[src/rtl/core/multi_key_debounce_longpress_defines.svh]
// Assertion macros used by the multi-key debouncer top level.
`ifndef MULTI_KEY_DEBOUNCE_LONGPRESS_DEFINES_SVH
`define MULTI_KEY_DEBOUNCE_LONGPRESS_DEFINES_SVH

// Same-cycle implication, sampled on i_clk and held off during reset.
`define MKDL_ASSERT_IMP(label, ante, cons, msg) \
    label: assert property (@(posedge i_clk) disable iff (!i_rst_n) (ante) |-> (cons)) \
        else $error(msg);

// Next-cycle implication, sampled on i_clk and held off during reset.
`define MKDL_ASSERT_NXT(label, ante, cons, msg) \
    label: assert property (@(posedge i_clk) disable iff (!i_rst_n) (ante) |=> (cons)) \
        else $error(msg);

`endif

[src/rtl/core/mkdl_pkg.sv]
// Package with the constants and types of the multi-key debouncer.
`timescale 1ns / 1ps
package mkdl_pkg;

    localparam int NUM_KEYS    = 9;
    localparam int TIME_BITS   = 32;
    localparam int CFG_W       = 16;
    localparam int CFG_IDX_W   = 1;
    localparam int KIND_W      = 2;
    localparam int KEY_FIELD_W = 4;
    localparam int KEY_IDX_W   = (NUM_KEYS > 1) ? $clog2(NUM_KEYS) : 1;

    localparam logic [KEY_IDX_W-1:0] KEY_LAST = KEY_IDX_W'(NUM_KEYS - 1);

    localparam logic [KIND_W-1:0] EV_DOWN = 2'd0;
    localparam logic [KIND_W-1:0] EV_UP   = 2'd1;
    localparam logic [KIND_W-1:0] EV_LONG = 2'd2;

    localparam logic [CFG_IDX_W-1:0] REG_DEBOUNCE  = 1'd0;
    localparam logic [CFG_IDX_W-1:0] REG_LONGPRESS = 1'd1;

    localparam logic [CFG_W-1:0] DEBOUNCE_RST  = 16'd20;
    localparam logic [CFG_W-1:0] LONGPRESS_RST = 16'd1000;

    typedef struct packed {
        logic                 running;
        logic [TIME_BITS-1:0] deb_start;
        logic [TIME_BITS-1:0] press_start;
        logic                 long_done;
    } t_entry;

    localparam int ENTRY_W = $bits(t_entry);

    typedef struct packed {
        logic              vld;
        logic [KIND_W-1:0] kind;
    } t_key_res;

    typedef struct packed {
        logic [KIND_W-1:0]      kind;
        logic [KEY_FIELD_W-1:0] key_index;
        logic [NUM_KEYS-1:0]    pressed_mask;
        logic [KEY_FIELD_W-1:0] recent_key;
        logic                   recent_key_down;
    } t_event;

endpackage

[src/rtl/core/mkdl_if.sv]
// Valid/ready channel interfaces for key ticks and key events.
`timescale 1ns / 1ps
interface mkdl_in_if;
    logic                             valid;
    logic                             ready;
    logic [mkdl_pkg::NUM_KEYS-1:0]    raw_levels;
    logic [mkdl_pkg::TIME_BITS-1:0]   now_ms;

    modport source (output valid, output raw_levels, output now_ms, input ready);
    modport sink (input valid, input raw_levels, input now_ms, output ready);
endinterface

interface mkdl_out_if;
    logic                               valid;
    logic                               ready;
    logic [mkdl_pkg::KIND_W-1:0]        event_kind;
    logic [mkdl_pkg::KEY_FIELD_W-1:0]   key_index;
    logic [mkdl_pkg::NUM_KEYS-1:0]      pressed_mask;
    logic [mkdl_pkg::KEY_FIELD_W-1:0]   recent_key;
    logic                               recent_key_down;
    logic                               last;

    modport source (output valid, output event_kind, output key_index, output pressed_mask,
                    output recent_key, output recent_key_down, output last, input ready);
    modport sink (input valid, input event_kind, input key_index, input pressed_mask,
                  input recent_key, input recent_key_down, input last, output ready);
endinterface

[src/rtl/core/mkdl_ram.sv]
// Generic single-write, single-read synchronous RAM with registered read data.
`timescale 1ns / 1ps
module mkdl_ram #(
    parameter int WIDTH  = 8,
    parameter int DEPTH  = 16,
    parameter int ADDR_W = (DEPTH > 1) ? $clog2(DEPTH) : 1
) (
    input  logic              i_clk,
    input  logic              i_we,
    input  logic [ADDR_W-1:0] i_waddr,
    input  logic [WIDTH-1:0]  i_wdata,
    input  logic              i_re,
    input  logic [ADDR_W-1:0] i_raddr,
    output logic [WIDTH-1:0]  o_rdata
);

    logic [WIDTH-1:0] r_mem [DEPTH];
    logic [WIDTH-1:0] r_rdata;

    always_ff @(posedge i_clk) begin
        if (i_we) begin
            r_mem[i_waddr] <= i_wdata;
        end
        if (i_re) begin
            r_rdata <= r_mem[i_raddr];
        end
    end

    assign o_rdata = r_rdata;

endmodule

[src/rtl/core/mkdl_key_eval.sv]
// Per-key debounce and long-press decision on one state entry.
`timescale 1ns / 1ps
module mkdl_key_eval (
    input  logic                             i_low,
    input  logic                             i_was,
    input  mkdl_pkg::t_entry                 i_ent,
    input  logic [mkdl_pkg::TIME_BITS-1:0]   i_now,
    input  logic [mkdl_pkg::CFG_W-1:0]       i_debounce_ms,
    input  logic [mkdl_pkg::CFG_W-1:0]       i_longpress_ms,
    output mkdl_pkg::t_entry                 o_ent,
    output mkdl_pkg::t_key_res               o_res
);

    logic [mkdl_pkg::TIME_BITS-1:0] deb_start;
    logic [mkdl_pkg::TIME_BITS-1:0] deb_age;
    logic [mkdl_pkg::TIME_BITS-1:0] press_age;

    assign deb_start = i_ent.running ? i_ent.deb_start : i_now;
    assign deb_age   = i_now - deb_start;
    assign press_age = i_now - i_ent.press_start;

    always_comb begin
        o_ent      = i_ent;
        o_res.vld  = 1'b0;
        o_res.kind = mkdl_pkg::EV_DOWN;
        if (i_low && !i_was) begin
            o_ent.running   = 1'b1;
            o_ent.deb_start = deb_start;
            if (deb_age >= mkdl_pkg::TIME_BITS'(i_debounce_ms)) begin
                o_ent.press_start = i_now;
                o_ent.long_done   = 1'b0;
                o_res.vld         = 1'b1;
                o_res.kind        = mkdl_pkg::EV_DOWN;
            end
        end else if (!i_low) begin
            o_ent.running   = 1'b0;
            o_ent.deb_start = '0;
            if (i_was) begin
                o_res.vld  = 1'b1;
                o_res.kind = mkdl_pkg::EV_UP;
            end
        end else if (!i_ent.long_done) begin
            if (press_age >= mkdl_pkg::TIME_BITS'(i_longpress_ms)) begin
                o_ent.long_done = 1'b1;
                o_res.vld       = 1'b1;
                o_res.kind      = mkdl_pkg::EV_LONG;
            end
        end
    end

endmodule

[src/rtl/core/multi_key_debounce_longpress.sv]
// Top level of the multi-key debouncer with long-press detection.
//
// Usage: each word on i_in is one poll tick with the active-low key levels and
// a wrapping millisecond timestamp. For every key, in ascending order, the
// block may emit one event word on o_out: key down, key up or long press, with
// the debounced pressed mask and the most recent key after that event. The
// last event word of a tick has last set; a tick without events emits nothing.
// Per-key timing state lives in a small RAM that a sequencer walks one key per
// cycle unless a new event must wait for the output register, reading the next
// key while it writes back the current one. Each event waits in a pending
// register until the next event of the same tick or the end of the key walk,
// and then moves on to the output register. One tick is in work at a time;
// i_in.ready is high only between ticks. When the receiver stalls, the output
// register and one pending event hold, and the key walk pauses at a key with a
// new event until the output register frees. Reset clears all key state and
// the pressed mask through per-entry valid bits, and sets debounce to 20 ms
// and long press to 1000 ms. Configuration writes take effect at once; they
// are to be made between ticks by the user, as the block does not enforce it.
`timescale 1ns / 1ps
`include "multi_key_debounce_longpress_defines.svh"
module multi_key_debounce_longpress (
    input  logic                              i_clk,
    input  logic                              i_rst_n,
    mkdl_in_if.sink                           i_in,
    mkdl_out_if.source                        o_out,
    input  logic                              i_cfg_we,
    input  logic [mkdl_pkg::CFG_IDX_W-1:0]    i_cfg_idx,
    input  logic [mkdl_pkg::CFG_W-1:0]        i_cfg_data
);

    localparam logic [1:0] S_IDLE = 2'd0;
    localparam logic [1:0] S_EX   = 2'd1;
    localparam logic [1:0] S_FIN  = 2'd2;

    localparam int KW = mkdl_pkg::KEY_IDX_W;

    logic [1:0]                     r_state, n_state;
    logic [KW-1:0]                  r_key, n_key;
    logic [mkdl_pkg::NUM_KEYS-1:0]  r_levels, n_levels;
    logic [mkdl_pkg::TIME_BITS-1:0] r_now, n_now;
    logic [mkdl_pkg::NUM_KEYS-1:0]  r_pressed, n_pressed;
    logic [mkdl_pkg::KEY_FIELD_W-1:0] r_recent_key, n_recent_key;
    logic                           r_recent_down, n_recent_down;
    logic [mkdl_pkg::NUM_KEYS-1:0]  r_ent_vld, n_ent_vld;
    logic                           r_rd_vld, n_rd_vld;
    logic                           r_pend_vld, n_pend_vld;
    mkdl_pkg::t_event               r_pend, n_pend;
    logic                           r_out_vld, n_out_vld;
    mkdl_pkg::t_event               r_out, n_out;
    logic                           r_out_last, n_out_last;
    logic [mkdl_pkg::CFG_W-1:0]     r_deb, n_deb;
    logic [mkdl_pkg::CFG_W-1:0]     r_lp, n_lp;

    logic                           rd_en;
    logic [KW-1:0]                  rd_addr;
    logic                           wr_en;
    logic [mkdl_pkg::ENTRY_W-1:0]   ram_rdata;
    mkdl_pkg::t_entry               cur_ent;
    mkdl_pkg::t_entry               new_ent;
    mkdl_pkg::t_key_res             key_res;
    logic                           out_free;

    assign cur_ent  = r_rd_vld ? mkdl_pkg::t_entry'(ram_rdata) : '0;
    assign out_free = !r_out_vld || o_out.ready;

    mkdl_ram #(
        .WIDTH  (mkdl_pkg::ENTRY_W),
        .DEPTH  (mkdl_pkg::NUM_KEYS),
        .ADDR_W (KW)
    ) u_ram (
        .i_clk   (i_clk),
        .i_we    (wr_en),
        .i_waddr (r_key),
        .i_wdata (new_ent),
        .i_re    (rd_en),
        .i_raddr (rd_addr),
        .o_rdata (ram_rdata)
    );

    mkdl_key_eval u_eval (
        .i_low          (!r_levels[r_key]),
        .i_was          (r_pressed[r_key]),
        .i_ent          (cur_ent),
        .i_now          (r_now),
        .i_debounce_ms  (r_deb),
        .i_longpress_ms (r_lp),
        .o_ent          (new_ent),
        .o_res          (key_res)
    );

    always_comb begin
        n_state       = r_state;
        n_key         = r_key;
        n_levels      = r_levels;
        n_now         = r_now;
        n_pressed     = r_pressed;
        n_recent_key  = r_recent_key;
        n_recent_down = r_recent_down;
        n_ent_vld     = r_ent_vld;
        n_rd_vld      = r_rd_vld;
        n_pend_vld    = r_pend_vld;
        n_pend        = r_pend;
        n_out_vld     = r_out_vld && !o_out.ready;
        n_out         = r_out;
        n_out_last    = r_out_last;
        n_deb         = r_deb;
        n_lp          = r_lp;
        rd_en         = 1'b0;
        rd_addr       = '0;
        wr_en         = 1'b0;

        if (i_cfg_we) begin
            unique case (i_cfg_idx)
                mkdl_pkg::REG_DEBOUNCE:  n_deb = i_cfg_data;
                mkdl_pkg::REG_LONGPRESS: n_lp  = i_cfg_data;
                default: ;
            endcase
        end

        unique case (r_state)
            S_IDLE: begin
                if (i_in.valid) begin
                    n_levels = i_in.raw_levels;
                    n_now    = i_in.now_ms;
                    n_key    = '0;
                    rd_en    = 1'b1;
                    rd_addr  = '0;
                    n_state  = S_EX;
                end
            end
            S_EX: begin
                if (!(key_res.vld && r_pend_vld && !out_free)) begin
                    wr_en            = 1'b1;
                    n_ent_vld[r_key] = 1'b1;
                    if (key_res.vld) begin
                        if (key_res.kind == mkdl_pkg::EV_DOWN) begin
                            n_pressed[r_key] = 1'b1;
                            n_recent_key     = mkdl_pkg::KEY_FIELD_W'(r_key + 1'b1);
                            n_recent_down    = 1'b1;
                        end else if (key_res.kind == mkdl_pkg::EV_UP) begin
                            n_pressed[r_key] = 1'b0;
                            n_recent_down    = 1'b0;
                        end
                        if (r_pend_vld) begin
                            n_out_vld  = 1'b1;
                            n_out      = r_pend;
                            n_out_last = 1'b0;
                        end
                        n_pend_vld             = 1'b1;
                        n_pend.kind            = key_res.kind;
                        n_pend.key_index       = mkdl_pkg::KEY_FIELD_W'(r_key);
                        n_pend.pressed_mask    = n_pressed;
                        n_pend.recent_key      = n_recent_key;
                        n_pend.recent_key_down = n_recent_down;
                    end
                    if (r_key == mkdl_pkg::KEY_LAST) begin
                        n_state = S_FIN;
                    end else begin
                        n_key   = r_key + 1'b1;
                        rd_en   = 1'b1;
                        rd_addr = r_key + 1'b1;
                    end
                end
            end
            S_FIN: begin
                if (!r_pend_vld) begin
                    n_state = S_IDLE;
                end else if (out_free) begin
                    n_out_vld  = 1'b1;
                    n_out      = r_pend;
                    n_out_last = 1'b1;
                    n_pend_vld = 1'b0;
                    n_state    = S_IDLE;
                end
            end
            default: n_state = S_IDLE;
        endcase

        if (rd_en) begin
            n_rd_vld = r_ent_vld[rd_addr];
        end
    end

    always_ff @(posedge i_clk) begin
        if (!i_rst_n) begin
            r_state       <= S_IDLE;
            r_key         <= '0;
            r_pressed     <= '0;
            r_recent_key  <= '0;
            r_recent_down <= 1'b0;
            r_ent_vld     <= '0;
            r_rd_vld      <= 1'b0;
            r_pend_vld    <= 1'b0;
            r_out_vld     <= 1'b0;
            r_deb         <= mkdl_pkg::DEBOUNCE_RST;
            r_lp          <= mkdl_pkg::LONGPRESS_RST;
        end else begin
            r_state       <= n_state;
            r_key         <= n_key;
            r_pressed     <= n_pressed;
            r_recent_key  <= n_recent_key;
            r_recent_down <= n_recent_down;
            r_ent_vld     <= n_ent_vld;
            r_rd_vld      <= n_rd_vld;
            r_pend_vld    <= n_pend_vld;
            r_out_vld     <= n_out_vld;
            r_deb         <= n_deb;
            r_lp          <= n_lp;
        end
        r_levels   <= n_levels;
        r_now      <= n_now;
        r_pend     <= n_pend;
        r_out      <= n_out;
        r_out_last <= n_out_last;
    end

    assign i_in.ready            = (r_state == S_IDLE);
    assign o_out.valid           = r_out_vld;
    assign o_out.event_kind      = r_out.kind;
    assign o_out.key_index       = r_out.key_index;
    assign o_out.pressed_mask    = r_out.pressed_mask;
    assign o_out.recent_key      = r_out.recent_key;
    assign o_out.recent_key_down = r_out.recent_key_down;
    assign o_out.last            = r_out_last;

    `MKDL_ASSERT_IMP(a_key_range, r_state == S_EX, r_key <= mkdl_pkg::KEY_LAST, "key counter out of range")
    `MKDL_ASSERT_NXT(a_busy_after_accept, i_in.valid && i_in.ready, !i_in.ready, "ready after accept")
    `MKDL_ASSERT_IMP(a_pend_not_stranded, r_pend_vld, r_state != S_IDLE, "pending event left in idle")
    `MKDL_ASSERT_IMP(a_kind_legal, o_out.valid, o_out.event_kind == mkdl_pkg::EV_DOWN || o_out.event_kind == mkdl_pkg::EV_UP || o_out.event_kind == mkdl_pkg::EV_LONG, "illegal event kind")

endmodule

[src/flat_wrapper.sv]
// flat-port wrapper written by rule: the top's interface ports become plain ports
module multi_key_debounce_longpress_flat 
  (i_clk, i_rst_n, i_cfg_we, i_cfg_idx, i_cfg_data, i_in_valid, i_in_raw_levels, i_in_now_ms, i_in_ready, o_out_valid, o_out_event_kind, o_out_key_index, o_out_pressed_mask, o_out_recent_key, o_out_recent_key_down, o_out_last, o_out_ready);
  mkdl_in_if i_in_i ();
  mkdl_out_if o_out_i ();
  input  logic i_clk;
  input  logic i_rst_n;
  input  logic i_cfg_we;
  input  logic [mkdl_pkg::CFG_IDX_W-1:0] i_cfg_idx;
  input  logic [mkdl_pkg::CFG_W-1:0] i_cfg_data;
  input wire logic [$bits(i_in_i.valid)-1:0] i_in_valid;
  input wire logic [$bits(i_in_i.raw_levels)-1:0] i_in_raw_levels;
  input wire logic [$bits(i_in_i.now_ms)-1:0] i_in_now_ms;
  output wire logic [$bits(i_in_i.ready)-1:0] i_in_ready;
  output wire logic [$bits(o_out_i.valid)-1:0] o_out_valid;
  output wire logic [$bits(o_out_i.event_kind)-1:0] o_out_event_kind;
  output wire logic [$bits(o_out_i.key_index)-1:0] o_out_key_index;
  output wire logic [$bits(o_out_i.pressed_mask)-1:0] o_out_pressed_mask;
  output wire logic [$bits(o_out_i.recent_key)-1:0] o_out_recent_key;
  output wire logic [$bits(o_out_i.recent_key_down)-1:0] o_out_recent_key_down;
  output wire logic [$bits(o_out_i.last)-1:0] o_out_last;
  input wire logic [$bits(o_out_i.ready)-1:0] o_out_ready;
  assign i_in_i.valid = i_in_valid;
  assign i_in_i.raw_levels = i_in_raw_levels;
  assign i_in_i.now_ms = i_in_now_ms;
  assign i_in_ready = i_in_i.ready;
  assign o_out_valid = o_out_i.valid;
  assign o_out_event_kind = o_out_i.event_kind;
  assign o_out_key_index = o_out_i.key_index;
  assign o_out_pressed_mask = o_out_i.pressed_mask;
  assign o_out_recent_key = o_out_i.recent_key;
  assign o_out_recent_key_down = o_out_i.recent_key_down;
  assign o_out_last = o_out_i.last;
  assign o_out_i.ready = o_out_ready;
  multi_key_debounce_longpress u_core (.i_clk(i_clk), .i_rst_n(i_rst_n), .i_in(i_in_i), .o_out(o_out_i), .i_cfg_we(i_cfg_we), .i_cfg_idx(i_cfg_idx), .i_cfg_data(i_cfg_data));
endmodule
[config.mk]
export PLATFORM = sky130hd
export DESIGN_NAME = multi_key_debounce_longpress_flat
export DESIGN_NICKNAME = d
export VERILOG_FILES = /design/src/rtl/core/mkdl_pkg.sv /design/src/rtl/core/mkdl_if.sv /design/src/rtl/core/mkdl_ram.sv /design/src/rtl/core/mkdl_key_eval.sv /design/src/rtl/core/multi_key_debounce_longpress.sv /design/src/flat_wrapper.sv
export VERILOG_INCLUDE_DIRS = /design/src /design/src/rtl/core
export SDC_FILE = /design/constraint.sdc
export NUM_CORES = 1
export LEC_CHECK = 0
export BUFFER_PORTS_ARGS = -buffer_cell sky130_fd_sc_hd__buf_2
export CAP_MARGIN = 20
export CORE_ASPECT_RATIO = 1.2
export CORE_MARGIN = 4
export CORE_UTILIZATION = 40
export CTS_BUF_LIST = sky130_fd_sc_hd__clkbuf_4
export DETAILED_ROUTE_END_ITERATION = 10
export PLACE_DENSITY_LB_ADDON = 0.2
export SYNTH_ARGS = -nofsm -noshare
export SYNTH_HDL_FRONTEND = slang
export SYNTH_SLANG_ARGS = --single-unit
[constraint.sdc]
create_clock -name i_clk -period 21.5 [get_ports i_clk]
set_input_delay 0 -clock i_clk [delete_from_list [all_inputs] [get_ports i_clk]]
set_output_delay 0 -clock i_clk [all_outputs]
set_load 0.01 [all_outputs]
==> results of run 1 <==
## critical path: stages, from the launching register on
cell       delay, ps
dfxtp_2          700
buf_4            420
and2_1           520
mux2i_1          430
ha_1             200
nor2b_1          340
o21ai_0          180
a221oi_1         580
o21a_1           250
nor2_1            60
xnor2_1          160
ha_1             320
nand3_1           80
nand2_1           50
a22o_1           220
or4_1            460
a2111oi_0        400
nand4_1          170
nor4_2           260
nand3_2          250
a21oi_4          180
buf_4            450
nand2_1          440
nor2_4           830
buf_4            650
## cell usage after synthesis, types with 41 or more instances
cell type and n:
nand2_1 297, nand4_1 47, a21oi_1 125, nor3_1 57, nor2_1 129, o211ai_1 48, o22ai_1 41, o21ai_0 126
mux2i_1 96, edfxtp_1 742, ha_1 101, clkbuf_1 117, dfxtp_1 64, mux2_2 43, mux4_2 69, inv_1 49
## cell families (layout without fill, tap and decap cells)
kind of cell	Yosys count	after routing	share of synthesized area
adders and majority gates	103	103	0.0355
xor gates and xnor gates	41	41	0.00978
muxes	208	208	0.0817
other	0	5	0
buffers and inverters	209	699	0.0232
DFF	806	806	0.642
AOI/OAI and AO/OA	611	611	0.116
and+or+nand+nor	703	703	0.0914
## stage by stage
stage	total power (uW)	setup WS (ps)	hold WS (ps)
CTS	5140	12400	33.2
floorplan	3210	12860	98.9
finish	5130	12390	167
detailed placement	3790	12420	178
global placement	3760	12600	178
global route	5400	11880	95.4
## how the worst min path moves through the flow
stage / from / to / slack (ps) / cells after the start
after detailed placement: i_in_raw_levels[2] / u_core.r_levels[2] / 180 / 1
after floorplan: i_in_raw_levels[0] / u_core.r_levels[0] / 100 / 0
final: i_in_valid / u_core.r_key[0] / 170 / 5
after global routing: i_in_valid / u_core.r_key[3] / 100 / 5
after CTS: i_in_valid / u_core.r_key[0] / 30 / 5
after global placement: i_in_now_ms[18] / u_core.r_now[18] / 180 / 1
## power by group through the flow
stage	logic, uW	clock network (uW)	registers [uW]
2_1_floorplan	1060	0	2140
3_3_place_gp	1540	0	2220
3_5_place_dp	1570	0	2220
4_1_cts	1590	1350	2190
5_1_grt	1760	1440	2200
6_report	1620	1320	2190
## state kept, by name, indices dropped and copies added, names as in the netlist, 4 cells and up
| name | count |
|---|---|
| u_core.o_out.key_index | 4 |
| u_core.o_out.pressed_mask | 9 |
| u_core.o_out.recent_key | 4 |
| u_core.r_deb | 16 |
| u_core.r_ent_vld | 9 |
| u_core.r_key | 4 |
| u_core.r_levels | 9 |
| u_core.r_lp | 16 |
| u_core.r_now | 32 |
| u_core.r_pend | 20 |
| u_core.r_pressed | 9 |
| u_core.r_recent_key | 4 |
| u_core.u_ram.o_rdata | 66 |
| u_core.u_ram.r_mem | 594 |
## placed cells by master, fill, tap and decap left out, types with 11 or more instances in the layout
cell type	count
nand2b_1	28
o31a_1	24
o21ai_1	15
nand4_1	47
ha_1	100
nor2_1	123
mux2i_1	96
xor2_1	17
buf_2	92
o211ai_1	48
nand2_1	296
nor2b_1	13
and3_1	11
dfxtp_1	62
o22ai_1	41
dlygate4sd3_1	142
edfxtp_1	742
nand3_1	23
clkinv_1	30
a21oi_1	124
inv_1	48
o21ai_0	122
or3b_1	21
a31oi_1	20
mux4_2	69
clkbuf_4	318
a21o_1	27
o41ai_1	18
or3_1	14
mux2_2	43
o211a_1	11
o41ai_2	20
o21a_1	28
nor3_1	57
buf_4	46
xnor2_1	23
## metal layers
metal	vias up	GRT usage	part of all wire
met5	-	0	0
met4	0	0.0823	0.033
met3	217	0.0474	0.071
met1	12600	0.294	0.42
li1	11300	-	-
met2	1066	0.374	0.48
## cell type report
type / instances / area, um2
timing repair buffer: 295 / 2350
fill: 8020 / 48200
clock buffer: 306 / 2300
multi-input combinational: 1666 / 12400
sequential: 806 / 23600
antenna: 5 / 12.5
tap: 1168 / 1460
clock inverter: 47 / 345
inverter: 51 / 193
==> flow_metrics.tcl, run 1 <==
set metrics [dict create \
    synth_area_leaders "edfxtp_1 61%, mux4_2 4.2%, dfxtp_1 3.5%, ha_1 3.4%, nand2_1 3.0%" \
    ys_warn_count 0 \
    cts_resized 0 \
    startpoint_type "flop" \
    clkTransAtPathRegs_ps 70 \
    syn_area_um2 36700 \
    rrSetupSlack_ps 12390 \
    p_int_uw 3330 \
    design.core.area_um2 90800 \
    cts_setup_buffers 0 \
    tightest_slew_ps 1150 \
    clock_skew_ps 87.9 \
    peakVddDrop_mv 0.0536 \
    finalSetupTns_ps 0 \
    dieArea_um2 96700 \
    start_util 0.404 \
    min_period_over_period 0.424 \
    max_freq_ghz 0.110 \
    first_pass_iters 5 \
    antenna_found_initial 3 \
    cp-end-kind "flop" \
    crit_required_ps 22150 \
    crit_type "reg -> reg" \
    die_h_um 340 \
    root_buffer "clkbuf_4" \
    drtAntennaViolNets 0 \
    status "finished clean" \
    worstReg2RegEnd "u_core.u_ram.r_mem[8][31]" \
    cts_sinks 806 \
    synth.avg_cell_area_um2 13.7 \
    grt_max_degree 99 \
    netlist-cell-type-count 89 \
    reg2reg_depth 24 \
    final_cells 4344 \
    rsz0062_at_grt "false" \
    period_needed_ps 9110 \
    hold_buffers 139 \
    drive_gt1_frac 0.208 \
    cts_tree "yes" \
    vias_per_cell 5.80 \
    syn-num-nets 2847 \
    synth-main-ff-cell "edfxtp_1" \
    detail_route.wl_per_cell_um 25.5 \
    finalSetupViolations 0 \
    nets 3189 \
    cap_viol_max_count 0 \
    seq_power_share 0.428 \
    drc 0 \
    grt_usage 0.226 \
    drt_iter0_drc 2117 \
    crit-reg2reg-launch "u_core.r_rd_vld" \
    relSlewSlack 0.228 \
    crit_fanout 41 \
    async_flop_share 0 \
    vias 25200 \
    grt_pass1_vias 25600 \
    utilization 0.470 \
    final_cell_area_um2 42700 \
    p_leak_uw 0.0148 \
    ys_ff_latch 806 \
    overflow 0 \
    p_comb_frac 0.316 \
    drv_slew 0 \
    hold_path_class "in -> reg" \
    syn_inst 2681 \
    netlist.area_leader.share 0.607 \
    clock_path_buffers 3 \
    yosysSeqAreaShare 0.642 \
    rows 121 \
    synth_edf_count 742 \
    clkPwrFrac 0.257 \
    io_buffers 85 \
    clkLatencyLatePin_ps 1080 \
    pwr_density_cell_nw_per_um2 120 \
    gp_congestion 0.948 \
    netSwitchingFraction 0.351 \
    route.final.wire_length_um 111000 \
    crit_end "u_core.u_ram.r_mem[8][31]" \
    yosys.area.top_type "edfxtp_1" \
    die-width_um 285 \
    syn2layout_area_growth_pct 16.2 \
    cp-startpoint "u_core.r_rd_vld" \
    p_switching_uw 1800 \
    cts_buffers 203 \
    num_io_pins 86 \
    grt_pass1_wl_um 164000 \
    final_hold_viol_count 0 \
    placed_cell_area_um2 38500 \
    placed_cells 3826 \
    htreeDepth 4 \
    arrival_ps 9760 \
    place_hpwl_um 71700 \
]
No activity file was read; power rests on OpenSTA's default activity.
==> run 2, diff against run 1 <==
--- a/config.mk
+++ b/config.mk
@@ -6,6 +6,7 @@
 export SDC_FILE = /design/constraint.sdc
 export NUM_CORES = 1
 export LEC_CHECK = 0
+export ABC_AREA = 1
 export BUFFER_PORTS_ARGS = -buffer_cell sky130_fd_sc_hd__buf_2
 export CAP_MARGIN = 20
 export CORE_ASPECT_RATIO = 1.2
==> constraint.sdc (replaced) <==
create_clock -name i_clk -period 7.6 [get_ports i_clk]
set_input_delay 0 -clock i_clk [delete_from_list [all_inputs] [get_ports i_clk]]
set_output_delay 0 -clock i_clk [all_outputs]
set_load 0.01 [all_outputs]
==> flow_metrics.tcl, run 2 <==
set metrics [dict create \
    yosys.area.top_type "edfxtp_1" \
    yosysMostFrequentCell "nand2_1" \
    rrSetupSlack_ps 1070 \
    io_buffers 85 \
    vias_per_cell 5.18 \
    ys_warn_count 0 \
    crit_type "reg -> reg" \
    overflow 0 \
    max_freq_ghz 0.153 \
    netSwitchingFraction 0.416 \
    startpoint_type "flop" \
    cts_buffers 199 \
    cts_setup_buffers 0 \
    arrival_ps 7250 \
    status "finished, violations left" \
    clock_path_buffers 3 \
    p_comb_frac 0.410 \
    largest-register "u_core.u_ram.r_mem" \
    seq_power_share 0.388 \
    route.final.wire_length_um 119000 \
    crit_fanout 44 \
    layout_commonest_cell "nand2_1" \
    hold_path_class "in -> reg" \
    crit-reg2reg-launch "u_core.r_rd_vld" \
    drtAntennaViolNets 0 \
    start_util 0.403 \
    antenna_found_initial 3 \
    clock_skew_ps 71.5 \
    root_buffer "clkbuf_4" \
    synth-main-ff-cell "edfxtp_1" \
    design.core.area_um2 93600 \
    grt_pass1_wl_um 177000 \
    syn2layout_area_growth_pct 16.1 \
    syn_inst 3787 \
    synth.avg_cell_area_um2 9.95 \
    place_hpwl_um 73900 \
    min_period_over_period 0.859 \
    reg2reg_depth 27 \
    peakVddDrop_mv 0.240 \
    period_needed_ps 6530 \
    hold_path_end "u_core.r_levels[8]" \
    syn_area_um2 37700 \
    clkLatencyLatePin_ps 1070 \
    first_pass_iters 9 \
    final_cells 5527 \
    syn-num-nets 3953 \
    p_int_uw 10600 \
    finalSetupViolations 0 \
    vias 28600 \
    grt_usage 0.239 \
    mostFrequentLayoutCells "921 x nand2_1, 742 x edfxtp_1, 427 x nor2_1" \
    gp_congestion 0.966 \
    final_cell_area_um2 43800 \
    rsz0062_at_grt "false" \
    failed_checks "DRC" \
    p_switching_uw 7560 \
    nets 4289 \
    drive_gt1_frac 0.126 \
    placed_cell_area_um2 39800 \
    hp-start "i_in_raw_levels[8]" \
    synth_area_leaders "edfxtp_1 59%, nand2_1 9.2%, nor2_1 4.3%, inv_1 3.9%, dfxtp_1 3.4%" \
    htreeDepth 4 \
    min_path_cells 3 \
    detail_route.wl_per_cell_um 21.5 \
    clkPwrFrac 0.203 \
    cap_viol_max_count 0 \
    grt_pass1_vias 27800 \
    crit_required_ps 8320 \
    netlist.area_leader.share 0.591 \
    netlist-cell-type-count 57 \
    pwr_density_cell_nw_per_um2 415 \
    ys_ff_latch 806 \
    die-width_um 288 \
    largest_reg_flops 594 \
    cts_tree "yes" \
    worstReg2RegEnd "u_core.u_ram.r_mem[6][8]" \
    cp-end-kind "flop" \
    netlist_top_cells_count "922 x nand2_1, 742 x edfxtp_1, 432 x nor2_1" \
    finalSetupTns_ps 0 \
    placed_cells 5030 \
    yosysSeqAreaShare 0.625 \
    clkTransAtPathRegs_ps 90 \
    cts_sinks 806 \
    tightest_slew_ps 1110 \
    grt_max_degree 162 \
    async_flop_share 0 \
    synth_edf_count 742 \
    relSlewSlack 0.260 \
    drv_slew 0 \
    drt_iter0_drc 2499 \
    rows 123 \
    drc 2 \
    final_hold_viol_count 0 \
    p_leak_uw 0.0177 \
    num_io_pins 86 \
    die_h_um 344 \
    dieArea_um2 99200 \
]
run 2: changes by cell type after synthesis, sizes merged, moves of 30 or more:
cell    before  now
a21oi      131  186
buf         41   72
clkbuf     117   78
inv         49  404
mux2        43    0
mux2i       96    0
mux4        69    0
nand2      297  929
nand3       27  213
nor2       129  435
nor3        58   28
o21ai      137  256
o41ai       38    0
or2          6   47
run 2: per-layer routing:
layer | wire length (um) | part of all wire | up-vias | track usage
met5 | 13 | 0.00011 | - | 0
met2 | 58100 | 0.49 | 978 | 0.409
li1 | - | - | 13600 | -
met3 | 7010 | 0.059 | 200 | 0.0393
met4 | 3400 | 0.029 | 2 | 0.0812
met1 | 50500 | 0.42 | 13800 | 0.310
run 2: area by class of cell:
cell class	count	area, um2
clock inverters	68	442
multi-input cells	2423	12000
repair buffers	285	2530
diodes	4	10.0
well taps	1250	1560
fillers	8917	49800
clock buffers	283	2120
flip-flops and latches	806	23600
inverters	408	1540
run 2: repair_timing:
action,in CTS,in global routing
gates resized for setup,0,0
hold endpoints to repair,213,0
hold buffers,142,0
run 2: kinds of logic after synthesis:
family	Yosys count	share of synthesized area
fa+ha+maj	103	0.0346
buf+inv	558	0.0591
compound gates	559	0.0816
simple gates	1730	0.192
flops	806	0.625
xor+xnor	31	0.00720
run 2: critical path, cell delays in order, from the launching register on:
cell      delay (ps)
dfxtp_2          620
nand2_2          150
inv_2            280
o21ai_0          360
ha_1             470
inv_1             80
o21bai_1         240
inv_1             70
nand2_1          170
nand2_1           70
nand2_1          160
xor2_1           210
ha_1             270
a21oi_1          160
nor2_1            60
a211oi_1         170
nand2_1           90
nand2_1           60
nand2_1           70
nor2_1           100
nand3_1           70
nor2_1            80
nand2_1          140
nand2_2          150
buf_4            340
buf_4            570
nor2_1            80
a21oi_1          830
run 2: per-stage QoR:
stage | setup WS, ps | power (uW) | utilization | hold slack (ps)
after floorplan | -1730 | 11700 | - | 98.9
after global placement | 1320 | 14400 | 0.425 | 177
after detailed placement | 1250 | 14500 | 0.425 | 178
after CTS | 1210 | 18200 | 0.468 | 55.9
after global routing | 802 | 19400 | 0.468 | 99.9
final | 1070 | 18200 | 0.468 | 192
run 2: worst max path at each step:
stage	start	end	slack, ps	cells after the start
4_1_cts	u_core.u_ram.o_rdata[65]	u_core.u_ram.r_mem[4][8]	1210	27
2_1_floorplan	u_core.r_rd_vld	u_core.u_ram.r_mem[7][0]	-1730	29
6_report	u_core.r_rd_vld	u_core.u_ram.r_mem[6][8]	1070	27
5_1_grt	u_core.r_rd_vld	u_core.u_ram.r_mem[0][8]	800	27
3_3_place_gp	u_core.r_rd_vld	u_core.u_ram.r_mem[0][19]	1320	22
3_5_place_dp	u_core.u_ram.o_rdata[65]	u_core.u_ram.r_mem[2][8]	1250	27
run 2: power groups by stage:
stage / Combinational [uW] / Sequential (uW) / Clock, uW
floorplan: 4770 / 6890 / 0
global placement: 7290 / 7130 / 0
detailed placement: 7340 / 7130 / 0
CTS: 7420 / 7030 / 3780
global route: 8280 / 7070 / 4020
finish: 7450 / 7040 / 3680
